**config.mk**
```make
export PLATFORM = sky130hd
export DESIGN_NAME = gilbert_moore_code_builder_unit_flat
export DESIGN_NICKNAME = d
export VERILOG_FILES = /design/src/rtl/gmcb_pkg.sv /design/src/rtl/gmcb_channels.sv /design/src/rtl/gmcb_ctrl.sv /design/src/rtl/gmcb_datapath.sv /design/src/rtl/gilbert_moore_code_builder_unit.sv /design/src/flat_wrapper.sv
export VERILOG_INCLUDE_DIRS = /design/src /design/src/rtl
export SDC_FILE = /design/constraint.sdc
export NUM_CORES = 1
export LEC_CHECK = 0
export BUFFER_PORTS_ARGS = -buffer_cell sky130_fd_sc_hd__buf_2
export CAP_MARGIN = 20
export CORE_ASPECT_RATIO = 0.9
export CORE_UTILIZATION = 45
export DETAILED_ROUTE_END_ITERATION = 7
export MAX_ROUTING_LAYER = met4
export PLACE_DENSITY = 0.74
export SYNTH_ARGS = -nofsm -noshare
export SYNTH_HDL_FRONTEND = slang
export SYNTH_SLANG_ARGS = --single-unit
```
**constraint.sdc**
```tcl
create_clock -name clk_i -period 3.67 [get_ports clk_i]
set_input_delay 0.367 -clock clk_i [delete_from_list [all_inputs] [get_ports clk_i]]
set_output_delay 0.367 -clock clk_i [all_outputs]
set_load 0.005 [all_outputs]
```
**src/rtl/gilbert_moore_code_builder_unit_assert.svh**
```systemverilog
// Assertion macros for the Gilbert-Moore code builder.
// Used by files that need clk_i and rst_ni in scope.
`ifndef GILBERT_MOORE_CODE_BUILDER_UNIT_ASSERT_SVH
`define GILBERT_MOORE_CODE_BUILDER_UNIT_ASSERT_SVH

// Checked only out of reset.
`define GMCB_ASSERT(name, prop, msg) \
  name: assert property (@(posedge clk_i) disable iff (!rst_ni) prop) else $error(msg);

// Checked at every edge, reset included.
`define GMCB_ASSERT_ALWAYS(name, prop, msg) \
  name: assert property (@(posedge clk_i) prop) else $error(msg);

`endif

```
**src/rtl/gmcb_pkg.sv**
```systemverilog
// Shared constants and control types of the Gilbert-Moore code builder.
// No dependencies.
`timescale 1ns / 1ps

package gmcb_pkg;

  localparam int COUNT_BITS_DEF    = 20;
  localparam int MAX_CODE_BITS_DEF = 24;
  localparam int LEN_W             = 5;   // code_length field
  localparam int CODE_W            = 24;  // code_value field

  // controller -> datapath
  typedef struct packed {
    logic load;         // input transfer: capture item
    logic search_step;  // remainder and length search step
    logic code_step;    // one code bit
    logic out_load;     // move result to output register
  } gmcb_cmd_t;

  // datapath -> controller
  typedef struct packed {
    logic search_done;
    logic code_done;
  } gmcb_stat_t;

endpackage

```
**src/rtl/gmcb_channels.sv**
```systemverilog
// Valid/ready channel interfaces: symbol input, code output, total_count config.
// Depends on gmcb_pkg.
`timescale 1ns / 1ps

interface gmcb_in_if #(
  parameter int COUNT_BITS = gmcb_pkg::COUNT_BITS_DEF
);
  logic                  valid;
  logic                  ready;
  logic [COUNT_BITS:0]   symbol_count;
  logic                  last_symbol;

  modport source (output valid, symbol_count, last_symbol, input ready);
  modport sink   (input valid, symbol_count, last_symbol, output ready);
endinterface

interface gmcb_out_if;
  logic                        valid;
  logic                        ready;
  logic [gmcb_pkg::LEN_W-1:0]  code_length;
  logic [gmcb_pkg::CODE_W-1:0] code_value;

  modport source (output valid, code_length, code_value, input ready);
  modport sink   (input valid, code_length, code_value, output ready);
endinterface

interface gmcb_cfg_if #(
  parameter int COUNT_BITS = gmcb_pkg::COUNT_BITS_DEF
);
  logic                valid;
  logic                ready;
  logic [COUNT_BITS:0] total_count;

  modport source (output valid, total_count, input ready);
  modport sink   (input valid, total_count, output ready);
endinterface

```
**src/rtl/gmcb_ctrl.sv**
```systemverilog
// Sequencer of the Gilbert-Moore code builder: phases and output valid.
// Depends on gmcb_pkg.
`timescale 1ns / 1ps

module gmcb_ctrl (
  input  logic                 clk_i,
  input  logic                 rst_ni,
  input  logic                 in_valid_i,
  output logic                 in_ready_o,
  output logic                 out_valid_o,
  input  logic                 out_ready_i,
  input  gmcb_pkg::gmcb_stat_t stat_i,
  output gmcb_pkg::gmcb_cmd_t  cmd_o
);

  typedef enum logic [1:0] {
    ST_IDLE,
    ST_SEARCH,
    ST_CODE,
    ST_HOLD
  } state_e;

  state_e state_q, state_d;
  logic   out_valid_q, out_valid_d;
  logic   slot_free;

  assign slot_free   = !out_valid_q || out_ready_i;
  assign in_ready_o  = (state_q == ST_IDLE);
  assign out_valid_o = out_valid_q;

  always_comb begin
    state_d     = state_q;
    cmd_o       = '0;
    out_valid_d = out_valid_q && !out_ready_i;
    case (state_q)
      ST_IDLE: begin
        if (in_valid_i) begin
          cmd_o.load = 1'b1;
          state_d    = ST_SEARCH;
        end
      end
      ST_SEARCH: begin
        if (stat_i.search_done) begin
          state_d = ST_CODE;
        end else begin
          cmd_o.search_step = 1'b1;
        end
      end
      ST_CODE: begin
        if (stat_i.code_done) begin
          state_d = ST_HOLD;
        end else begin
          cmd_o.code_step = 1'b1;
        end
      end
      ST_HOLD: begin
        if (slot_free) begin
          cmd_o.out_load = 1'b1;
          out_valid_d    = 1'b1;
          state_d        = ST_IDLE;
        end
      end
      default: begin
        state_d = ST_IDLE;
      end
    endcase
  end

  always_ff @(posedge clk_i or negedge rst_ni) begin
    if (!rst_ni) begin
      state_q     <= ST_IDLE;
      out_valid_q <= 1'b0;
    end else begin
      state_q     <= state_d;
      out_valid_q <= out_valid_d;
    end
  end

endmodule

```
**src/rtl/gmcb_datapath.sv**
```systemverilog
// Datapath of the Gilbert-Moore code builder: running count, remainder,
// length search, bit-serial code division and result register. Depends on gmcb_pkg.
`timescale 1ns / 1ps

module gmcb_datapath #(
  parameter int COUNT_BITS    = gmcb_pkg::COUNT_BITS_DEF,
  parameter int MAX_CODE_BITS = gmcb_pkg::MAX_CODE_BITS_DEF
) (
  input  logic                        clk_i,
  input  logic                        rst_ni,
  input  gmcb_pkg::gmcb_cmd_t         cmd_i,
  output gmcb_pkg::gmcb_stat_t        stat_o,
  input  logic [COUNT_BITS:0]         symbol_count_i,
  input  logic                        last_symbol_i,
  input  logic                        cfg_we_i,
  input  logic [COUNT_BITS:0]         total_count_i,
  output logic [gmcb_pkg::LEN_W-1:0]  code_length_o,
  output logic [gmcb_pkg::CODE_W-1:0] code_value_o
);

  localparam int CW     = COUNT_BITS + 1;          // count width
  localparam int NW     = CW + 2;                  // numerator 2*cum+cnt
  localparam int DW     = CW + 1;                  // denominator 2*total
  localparam int MCW    = $clog2(NW + 1);
  localparam int LW     = $clog2(MAX_CODE_BITS + 1);
  localparam int LEN_W  = gmcb_pkg::LEN_W;
  localparam int CODE_W = gmcb_pkg::CODE_W;

  logic [CW-1:0]            tot_q, cum_q, tot_eff;
  logic [NW-1:0]            num_q;
  logic [MCW-1:0]           mod_cnt_q;
  logic [DW-1:0]            rem_q, den, v_q;
  logic [LW-1:0]            len_q, idx_q;
  logic [MAX_CODE_BITS-1:0] code_q;
  logic [LEN_W-1:0]         code_length_q;
  logic [CODE_W-1:0]        code_value_q;

  logic [DW:0] mod_sh, mod_sub, cod_sh, cod_sub;
  logic        mod_ge, cod_ge, mod_active, len_active;

  // a total of zero acts as one
  assign tot_eff = (tot_q == '0) ? CW'(1) : tot_q;
  assign den     = {tot_eff, 1'b0};

  // remainder of the numerator, one numerator bit per step
  assign mod_sh  = {rem_q, num_q[NW-1]};
  assign mod_sub = mod_sh - {1'b0, den};
  assign mod_ge  = (mod_sh >= {1'b0, den});

  // code bits: doubled remainder against the denominator
  assign cod_sh  = {rem_q, 1'b0};
  assign cod_sub = cod_sh - {1'b0, den};
  assign cod_ge  = (cod_sh >= {1'b0, den});

  assign mod_active = (mod_cnt_q != '0);
  assign len_active = (v_q != '0) && (v_q < {1'b0, tot_eff}) &&
                      (len_q < LW'(MAX_CODE_BITS));

  assign stat_o.search_done = !mod_active && !len_active;
  assign stat_o.code_done   = (idx_q == len_q);

  assign code_length_o = code_length_q;
  assign code_value_o  = code_value_q;

  always_ff @(posedge clk_i or negedge rst_ni) begin
    if (!rst_ni) begin
      tot_q     <= CW'(1);
      cum_q     <= '0;
      mod_cnt_q <= '0;
      len_q     <= '0;
      idx_q     <= '0;
    end else begin
      if (cfg_we_i) begin
        tot_q <= total_count_i;
      end
      if (cmd_i.load) begin
        cum_q     <= last_symbol_i ? '0 : CW'(cum_q + symbol_count_i);
        mod_cnt_q <= MCW'(NW);
        len_q     <= (symbol_count_i != '0) ? LW'(1) : '0;
        idx_q     <= '0;
      end
      if (cmd_i.search_step) begin
        if (mod_active) begin
          mod_cnt_q <= mod_cnt_q - MCW'(1);
        end
        if (len_active) begin
          len_q <= len_q + LW'(1);
        end
      end
      if (cmd_i.code_step) begin
        idx_q <= idx_q + LW'(1);
      end
    end
  end

  always_ff @(posedge clk_i) begin
    if (cmd_i.load) begin
      num_q  <= NW'({cum_q, 1'b0}) + NW'(symbol_count_i);
      rem_q  <= '0;
      v_q    <= DW'(symbol_count_i);
      code_q <= '0;
    end
    if (cmd_i.search_step) begin
      if (mod_active) begin
        rem_q <= mod_ge ? DW'(mod_sub) : DW'(mod_sh);
        num_q <= {num_q[NW-2:0], 1'b0};
      end
      if (len_active) begin
        v_q <= {v_q[DW-2:0], 1'b0};
      end
    end
    if (cmd_i.code_step) begin
      rem_q  <= cod_ge ? DW'(cod_sub) : DW'(cod_sh);
      code_q <= {code_q[MAX_CODE_BITS-2:0], cod_ge};
    end
    if (cmd_i.out_load) begin
      code_length_q <= LEN_W'(len_q);
      code_value_q  <= CODE_W'(code_q);
    end
  end

endmodule

```
**src/rtl/gilbert_moore_code_builder_unit.sv**
```systemverilog
// Gilbert-Moore alphabetic code builder: one item in, one code out. Each
// item passes through two bit-serial loops on one shared remainder
// register: first the numerator 2*cum+count is reduced modulo 2*total,
// one numerator bit per cycle, with the code length search running
// alongside it; then the code is formed one quotient bit per cycle by
// restoring division. The finished code sits in an output register,
// so a new symbol is taken while the previous result still waits for its
// transfer. total_count is written through the configuration channel, which
// is always ready; write it only while no symbol is in flight. Depends on
// gmcb_pkg, gmcb_channels, gmcb_ctrl, gmcb_datapath and the assertion header.
`timescale 1ns / 1ps

`include "gilbert_moore_code_builder_unit_assert.svh"

module gilbert_moore_code_builder_unit #(
  parameter int COUNT_BITS    = gmcb_pkg::COUNT_BITS_DEF,
  parameter int MAX_CODE_BITS = gmcb_pkg::MAX_CODE_BITS_DEF
) (
  input  logic       clk_i,
  input  logic       rst_ni,
  gmcb_in_if.sink    in_i,    // symbol_count, last_symbol
  gmcb_out_if.source out_o,   // code_length, code_value
  gmcb_cfg_if.sink   cfg_i    // total_count
);

  gmcb_pkg::gmcb_cmd_t  cmd;
  gmcb_pkg::gmcb_stat_t stat;

  // register write needs no back pressure
  assign cfg_i.ready = 1'b1;

  // phase sequencing and output valid
  gmcb_ctrl u_ctrl (
    .clk_i       (clk_i),
    .rst_ni      (rst_ni),
    .in_valid_i  (in_i.valid),
    .in_ready_o  (in_i.ready),
    .out_valid_o (out_o.valid),
    .out_ready_i (out_o.ready),
    .stat_i      (stat),
    .cmd_o       (cmd)
  );

  // counts, remainder, length, code bits and the result register
  gmcb_datapath #(
    .COUNT_BITS    (COUNT_BITS),
    .MAX_CODE_BITS (MAX_CODE_BITS)
  ) u_dp (
    .clk_i          (clk_i),
    .rst_ni         (rst_ni),
    .cmd_i          (cmd),
    .stat_o         (stat),
    .symbol_count_i (in_i.symbol_count),
    .last_symbol_i  (in_i.last_symbol),
    .cfg_we_i       (cfg_i.valid),
    .total_count_i  (cfg_i.total_count),
    .code_length_o  (out_o.code_length),
    .code_value_o   (out_o.code_value)
  );

  // a transfer in starts the search, so the input closes for the next cycle
  `GMCB_ASSERT(a_busy_after_in, in_i.valid && in_i.ready |=> !in_i.ready, "input open during work")
  // the result register is only overwritten when its content is gone
  `GMCB_ASSERT_ALWAYS(a_out_slot_free, cmd.out_load |-> (!out_o.valid || out_o.ready), "result lost")
  // code bits are only formed on a fully reduced remainder and a final length
  `GMCB_ASSERT(a_code_after_search, cmd.code_step |-> stat.search_done, "code before search end")
  // a result is loaded only after all its code bits
  `GMCB_ASSERT(a_load_after_code, cmd.out_load |-> stat.code_done, "result before code end")

endmodule

```
**src/flat_wrapper.sv**
```systemverilog
// flat-port wrapper written by rule: the top's interface ports become plain ports
module gilbert_moore_code_builder_unit_flat 
#(
  parameter int COUNT_BITS    = gmcb_pkg::COUNT_BITS_DEF,
  parameter int MAX_CODE_BITS = gmcb_pkg::MAX_CODE_BITS_DEF
)
  (clk_i, rst_ni, in_i_valid, in_i_symbol_count, in_i_last_symbol, in_i_ready, out_o_valid, out_o_code_length, out_o_code_value, out_o_ready, cfg_i_valid, cfg_i_total_count, cfg_i_ready);
  gmcb_in_if #(.COUNT_BITS(COUNT_BITS)) in_i_i ();
  gmcb_out_if out_o_i ();
  gmcb_cfg_if #(.COUNT_BITS(COUNT_BITS)) cfg_i_i ();
  input  logic clk_i;
  input  logic rst_ni;
  input wire logic [$bits(in_i_i.valid)-1:0] in_i_valid;
  input wire logic [$bits(in_i_i.symbol_count)-1:0] in_i_symbol_count;
  input wire logic [$bits(in_i_i.last_symbol)-1:0] in_i_last_symbol;
  output wire logic [$bits(in_i_i.ready)-1:0] in_i_ready;
  output wire logic [$bits(out_o_i.valid)-1:0] out_o_valid;
  output wire logic [$bits(out_o_i.code_length)-1:0] out_o_code_length;
  output wire logic [$bits(out_o_i.code_value)-1:0] out_o_code_value;
  input wire logic [$bits(out_o_i.ready)-1:0] out_o_ready;
  input wire logic [$bits(cfg_i_i.valid)-1:0] cfg_i_valid;
  input wire logic [$bits(cfg_i_i.total_count)-1:0] cfg_i_total_count;
  output wire logic [$bits(cfg_i_i.ready)-1:0] cfg_i_ready;
  assign in_i_i.valid = in_i_valid;
  assign in_i_i.symbol_count = in_i_symbol_count;
  assign in_i_i.last_symbol = in_i_last_symbol;
  assign in_i_ready = in_i_i.ready;
  assign out_o_valid = out_o_i.valid;
  assign out_o_code_length = out_o_i.code_length;
  assign out_o_code_value = out_o_i.code_value;
  assign out_o_i.ready = out_o_ready;
  assign cfg_i_i.valid = cfg_i_valid;
  assign cfg_i_i.total_count = cfg_i_total_count;
  assign cfg_i_ready = cfg_i_i.ready;
  gilbert_moore_code_builder_unit #(.COUNT_BITS(COUNT_BITS), .MAX_CODE_BITS(MAX_CODE_BITS)) u_core (.clk_i(clk_i), .rst_ni(rst_ni), .in_i(in_i_i), .out_o(out_o_i), .cfg_i(cfg_i_i));
endmodule
```
==> results of run 1 <==
==> timing repair <==
action                     CTS  global route
hold buffers                 1             0
gates resized for setup      0            10
hold endpoints to repair     8             0
setup endpoints to repair    0            16
buffers inserted             0             4
==> cells in the mapped netlist (5+ instances only) <==
master    count
a22oi_1       6
a21boi_1      5
nand2_1     140
a211oi_1      9
clkbuf_1     36
nor3b_1       5
and2_1       35
buf_2         9
ha_1         88
mux2i_1      41
a31oi_1      19
nor2b_1      13
xor2_1       20
and3_1       17
dfrtp_1      59
nor3_1       24
o21a_1       14
a21boi_0      5
nand4_1      14
or3_1         5
xnor2_1      25
inv_1        47
nand2b_1     10
a21o_1       32
a21oi_1      78
o21ai_0     116
dfxtp_1      67
o221ai_1      8
nor2_1       52
o211ai_1      5
nor4_1       13
nand3_1      25
o21ai_1       7
nand3b_1      9
edfxtp_1     53
==> metrics by stage <==
stage                     instances  setup WS, ns  util (%)
final                          1579         0.177      52.6
after global routing           1578       0.00857      52.6
after global placement         1540         0.249      49.5
after detailed placement       1541         0.164      49.6
after floorplan                1198         0.593         -
after CTS                      1574         0.130      52.3
==> cell families after synthesis <==
logic type	Yosys count	share of synthesized area, %
other	1	0.0340
flip-flops	180	40.2
AND/OR/NAND/NOR	378	17.1
adder cells (fa/ha/maj)	91	10.5
multiplexers	45	4.13
AO/OA/AOI/OAI	358	20.8
XOR/XNOR	45	3.58
buffers and inverters	100	3.65
==> layout make-up <==
cell class / instances / area, µm² / share of cell area (%)
inverter: 47 / 176 / 1.42
timing repair buffer: 99 / 583 / 4.68
tap: 302 / 378 / 3.03
multi-input combinational: 918 / 6260 / 50.3
clock buffer: 17 / 425 / 3.42
antenna: 1 / 2.50 / 0.0201
clock inverter: 15 / 190 / 1.53
sequential: 180 / 4440 / 35.6
==> layout by cell type (no fill, tap or decap), types with 47 or more instances in the layout <==
| master | count |
|---|---|
| dfxtp_1 | 67 |
| inv_1 | 47 |
| a21oi_1 | 78 |
| o21ai_0 | 115 |
| ha_1 | 87 |
| buf_2 | 78 |
| dfrtp_1 | 59 |
| nand2_1 | 139 |
| edfxtp_1 | 53 |
| nor2_1 | 52 |
==> worst max path at each step <==
stage | start | to | slack [ns] | depth (start not counted)
final | u_core.u_dp.tot_q[11] | u_core.u_dp.rem_q[5] | 0.18 | 14
after global routing | u_core.u_dp.tot_q[9] | u_core.u_dp.rem_q[21] | 0.009 | 14
after CTS | u_core.u_dp.tot_q[11] | u_core.u_dp.rem_q[3] | 0.13 | 14
after detailed placement | u_core.u_dp.tot_q[11] | u_core.u_dp.rem_q[5] | 0.16 | 14
after global placement | u_core.u_dp.tot_q[11] | u_core.u_dp.rem_q[21] | 0.25 | 14
after floorplan | u_core.u_dp.tot_q[11] | u_core.u_dp.rem_q[21] | 0.59 | 15
==> per-layer routing <==
layer	wire (µm)	part of all wire, %	vias up	global-route usage [%]
li1	-	-	4528	-
met1	13300	49	4278	32.7
met2	11400	42	331	33.2
met3	1930	7.1	46	3.76
met4	481	1.8	0	7.64
met5	0	0	-	-
==> worst max-delay path: cells and delay by family (launching register included) <==
kind,cells,cell delay [ns]
AO/OA/AOI/OAI,5,1.19
adder cells (fa/ha/maj),2,0.33
flip-flops,1,0.38
multiplexers,1,0.32
AND/OR/NAND/NOR,6,1.13
==> state kept, by name (all words and copies together), names as in the netlist <==
signal / flops
u_core.u_dp.v_q: 22
u_core.u_ctrl.out_valid_o: 1
u_core.u_dp.idx_q: 5
u_core.u_dp.len_q: 5
u_core.u_dp.code_q: 24
u_core.u_ctrl.state_q: 2
u_core.u_dp.code_value_o: 24
u_core.u_dp.num_q: 23
u_core.u_dp.rem_q: 22
u_core.u_dp.cum_q: 21
u_core.u_dp.code_length_o: 5
u_core.u_dp.tot_q: 21
u_core.u_dp.mod_cnt_q: 5
==> power by group through the flow <==
stage | logic, µW | clock network (µW) | registers (µW)
global route | 7010 | 2020 | 3940
detailed placement | 6100 | 0 | 3850
global placement | 5880 | 0 | 3830
finish | 6270 | 1900 | 3840
CTS | 6140 | 1930 | 3820
floorplan | 4750 | 0 | 3600
==> impl_metrics.yaml, run 1 <==
outcome:
  status: "completed"
logic_synthesis:
  synth_top_area_share_pct: 14.4
  synthCells: 1198
  postSynthAreaPerCell_um2: 9.20
  yosysSeqAreaShare_pct: 40.2
  synth_edf_count: 53
  synth_area_mm2: 0.0110
  synth_async_sr_flop_share_pct: 33.3
  ys_top_cells_by_area: "edfxtp_1, dfrtp_1, dfxtp_1, ha_1, o21ai_0"
  ys.flop_type: "dfxtp_1"
  syn-num-nets: 1337
  synth_area_leader_cell: "edfxtp_1"
  synth.distinct_cells: 81
  ys_ff_latch: 180
  ys_warn_count: 0
critical_path:
  critical_path.max_stage_delay_ns: 0.38
  crit_chain: "nor4_1 > nand4_1 > nor4_2 > or2_4 > ha_4 > fa_2 > nor2b_1 > o31a_1 > o21ai_2 > o211ai_2 > a21bo_4 > mux2_4 > o221ai_1 > nand2_1"
  crit_fanout: 8
  worstPathRequired_ns: 3.98
  path_class: "reg -> reg"
  cp_slowest_cell: "dfrtp_1"
  r2r_cells: 14
  worstSetupStartpointType: "flip-flop"
  cp.arrival_ns: 3.81
  r2r-start: "u_core.u_dp.tot_q[11]"
  end_kind: "flip-flop"
  r2r-end: "u_core.u_dp.rem_q[5]"
  rrSetupSlack_ns: 0.18
routing:
  drt_iter0_drc: 654
  post_drt_wl_per_cell_um: 17.1
  vias_per_cell: 5.82
  dr_total_vias: 9183
  finalWirelength_mm: 27.1
  dr.pass1.iters: 5
  antenna_left: 0
  route.detailed.drc: 0
floorplanning:
  fp.dieH_um: 150
  ios: 80
  num_rows: 53
  start_util_pct: 46.6
  coreArea_mm2: 0.0237
  fp.dieW_um: 167
  die-area_mm2: 0.0251
power:
  p_comb_share_pct: 52.2
  irDropWorstVdd_mv: 0.403
  p_int_uw: 6800
  p_switching_uw: 5210
  p_clk_share_pct: 15.8
  seqPwrFrac_pct: 32.0
  swShare_pct: 43.4
  power_density_mw_per_mm2: 965
  p_total_uw: 12000
  p_leak_uw: 0.00547
timing:
  holdWs_ns: 0.132
  relSlewSlack_pct: 38.0
  finalCriticalPeriod_ns: 3.49
  timing.setup.tns_ns: 0
  fmax_mhz: 286
  rsz0062_at_grt: "false"
  finalSetupViolations: 0
  period_share_pct: 95.2
  finalHoldViolations: 0
  slew_viol_final: 0
  fin_skew_ns: 0.0163
  worst_pin_slew_ns: 0.926
clocking:
  cts_tree: "built"
  cts_max_level: 4
  path_clk_slew_ns: 0.08
  insertion_delay_ns: 0.44
  cts.sinks: 180
  cts-root-buf: "clkbuf_16"
  cts_max_path_buffers: 2
  cts_buffers: 17
grt:
  grt_pass1_wl_mm: 44.5
  antenna_found_initial: 0
  grt_pass1_vias: 8404
  track_usage_pct: 23.0
  grt_max_degree: 54
  grt_overflow: 0
layout:
  finalNetCount: 1402
  design_area_mm2: 0.0125
  area_growth_pct: 13.0
  fill_cells: 2121
  drive_above_1_share_pct: 12.9
worst_hold_path:
  hp-class: "in -> reg"
  holdCritStartpoint: "cfg_i_total_count[9]"
  whs_path_depth: 3
  worstHoldEndpoint: "u_core.u_dp.tot_q[9]"
placed_design:
  gp_congestion: 0.933
  portBuffers: 78
  dpl_cell_area_mm2: 0.0118
  place_hpwl_mm: 20.1
job:
  maxCapViolations: 0
(Power assumes the default switching activity.)
==> run 2, diff against run 1 <==
--- a/config.mk
+++ b/config.mk
@@ -13,6 +13,7 @@
 export DETAILED_ROUTE_END_ITERATION = 7
 export MAX_ROUTING_LAYER = met4
 export PLACE_DENSITY = 0.74
+export SETUP_SLACK_MARGIN = 0.4
 export SYNTH_ARGS = -nofsm -noshare
 export SYNTH_HDL_FRONTEND = slang
 export SYNTH_SLANG_ARGS = --single-unit
==> impl_metrics.yaml, run 2 (synthesized netlist as in run 1, its figures left out) <==
outcome:
  status: "completed"
layout:
  final_common_cell: "nand2_1"
  layout_common_cells: "nand2_1, o21ai_0, ha_1"
  fill_cells: 2084
  n_antenna_cell: 0
  drive_above_1_share_pct: 14.9
  final_cells: 1587
  multi_input_area_mm2: 0.00642
  finalNetCount: 1411
  area_growth_pct: 15.2
  layout.area.seq_mm2: 0.00444
  design_area_mm2: 0.0127
critical_path:
  worstPathRequired_ns: 3.98
  startpoint: "u_core.u_dp.tot_q[4]"
  worstSetupStartpointType: "flip-flop"
  end_kind: "flip-flop"
  crit_fanout: 5
  path_class: "reg -> reg"
  r2r-start: "u_core.u_dp.tot_q[4]"
  cp.arrival_ns: 3.67
floorplanning:
  die-area_mm2: 0.0251
  coreArea_mm2: 0.0237
  fp.dieH_um: 150
  num_rows: 53
  start_util_pct: 46.6
  ios: 80
  fp.dieW_um: 167
clocking:
  cts_max_path_buffers: 2
  insertion_delay_ns: 0.45
  cts_max_level: 4
  path_clk_slew_ns: 0.08
  cts.sinks: 180
  cts-root-buf: "clkbuf_16"
  cts_tree: "built"
  cts_buffers: 17
routing:
  finalWirelength_mm: 27.7
  vias_per_cell: 5.85
  antenna_left: 0
  dr.pass1.iters: 7
  drt_iter0_drc: 725
  dr_total_vias: 9287
  route.detailed.drc: 0
  post_drt_wl_per_cell_um: 17.4
timing:
  slew_viol_final: 0
  worst_pin_slew_ns: 0.916
  relSlewSlack_pct: 38.7
  timing.setup.tns_ns: 0
  fin_skew_ns: 0.0149
  finalHoldViolations: 0
  finalCriticalPeriod_ns: 3.36
  fmax_mhz: 298
  rsz0062_at_grt: "true"
  finalSetupViolations: 0
  period_share_pct: 91.5
  post-route-worst-setup-slack_ns: 0.313
grt:
  track_usage_pct: 23.1
  grt_pass1_vias: 8481
  grt_overflow: 0
  grt_max_degree: 54
  antenna_found_initial: 0
  grt_pass1_wl_mm: 44.7
power:
  p_leak_uw: 0.00555
  power_density_mw_per_mm2: 978
  p_total_uw: 12400
  irDropWorstVdd_mv: 0.401
placed_design:
  place_hpwl_mm: 20.1
  gp_congestion: 0.933
  pre_cts_slack_ns: 0.164
  dpl_cell_area_mm2: 0.0118
  portBuffers: 78
  dp_cells: 1541
worst_hold_path:
  holdCritStartpoint: "cfg_i_total_count[9]"
  hp-class: "in -> reg"
job:
  maxCapViolations: 0
-- run 2: metrics by stage --
step	util, %	hold slack, ns
floorplan	-	0.0714
global placement	49.5	0.238
detailed placement	49.6	0.244
CTS	52.7	0.118
global route	53.6	0.135
finish	53.6	0.126
-- run 2: worst paths after layout --
path | to | slack, ns | cells past startpoint
worst max-delay path | u_core.u_dp.rem_q[16] | 0.31 | 16
worst min-delay path | u_core.u_dp.tot_q[9] | 0.13 | 3
worst max register to register | u_core.u_dp.rem_q[16] | 0.31 | 16
worst min register to register | u_core.u_dp.code_value_o[23] | 0.43 | 0
max in group asynchronous | u_core.u_ctrl.state_q[0] | 2.41 | 3
min in group asynchronous | u_core.u_dp.cum_q[7] | 0.30 | 2
-- run 2: critical path, stage by stage, from the launching register on --
cell	delay (ns)
dfrtp_1	0.39
nor4_1	0.28
nand4_1	0.23
nor4_4	0.22
or2_4	0.18
ha_4	0.14
fa_2	0.21
nor2b_2	0.05
o31a_1	0.30
o21ai_4	0.22
o211ai_4	0.12
a21bo_4	0.26
buf_4	0.14
buf_12	0.13
o311a_1	0.12
o21ai_1	0.14
a22oi_1	0.09
-- run 2: routing by layer --
layer,share of wire (%),vias up,wire length (µm),GRT usage [%]
li1,-,4545,-,-
met1,49,4363,13400,32.9
met2,42,333,11700,33.4
met3,7.3,46,2030,3.65
met4,1.8,0,490,7.69
met5,0,-,0,-
-- run 2: area by class of cell --
cell class / count / share of cell area [%]
inverter: 47 / 1.39
clock inverter: 15 / 1.50
sequential: 180 / 34.9
timing repair buffer: 108 / 5.28
tap: 302 / 2.98
clock buffer: 17 / 3.35
multi-input combinational: 918 / 50.6
-- run 2: what timing repair did --
item,4_1_cts,5_1_grt
resized for setup,9,35
pin swaps,3,10
setup buffers,6,7
hold endpoints to repair,8,0
setup endpoints to repair,19,24
hold buffers,1,0
-- run 2: power by group --
part           switching (µW)  internal, µW  total (µW)
sequential                753          3100        3860
clock                     915           990        1910
combinational            3750          2900        6650
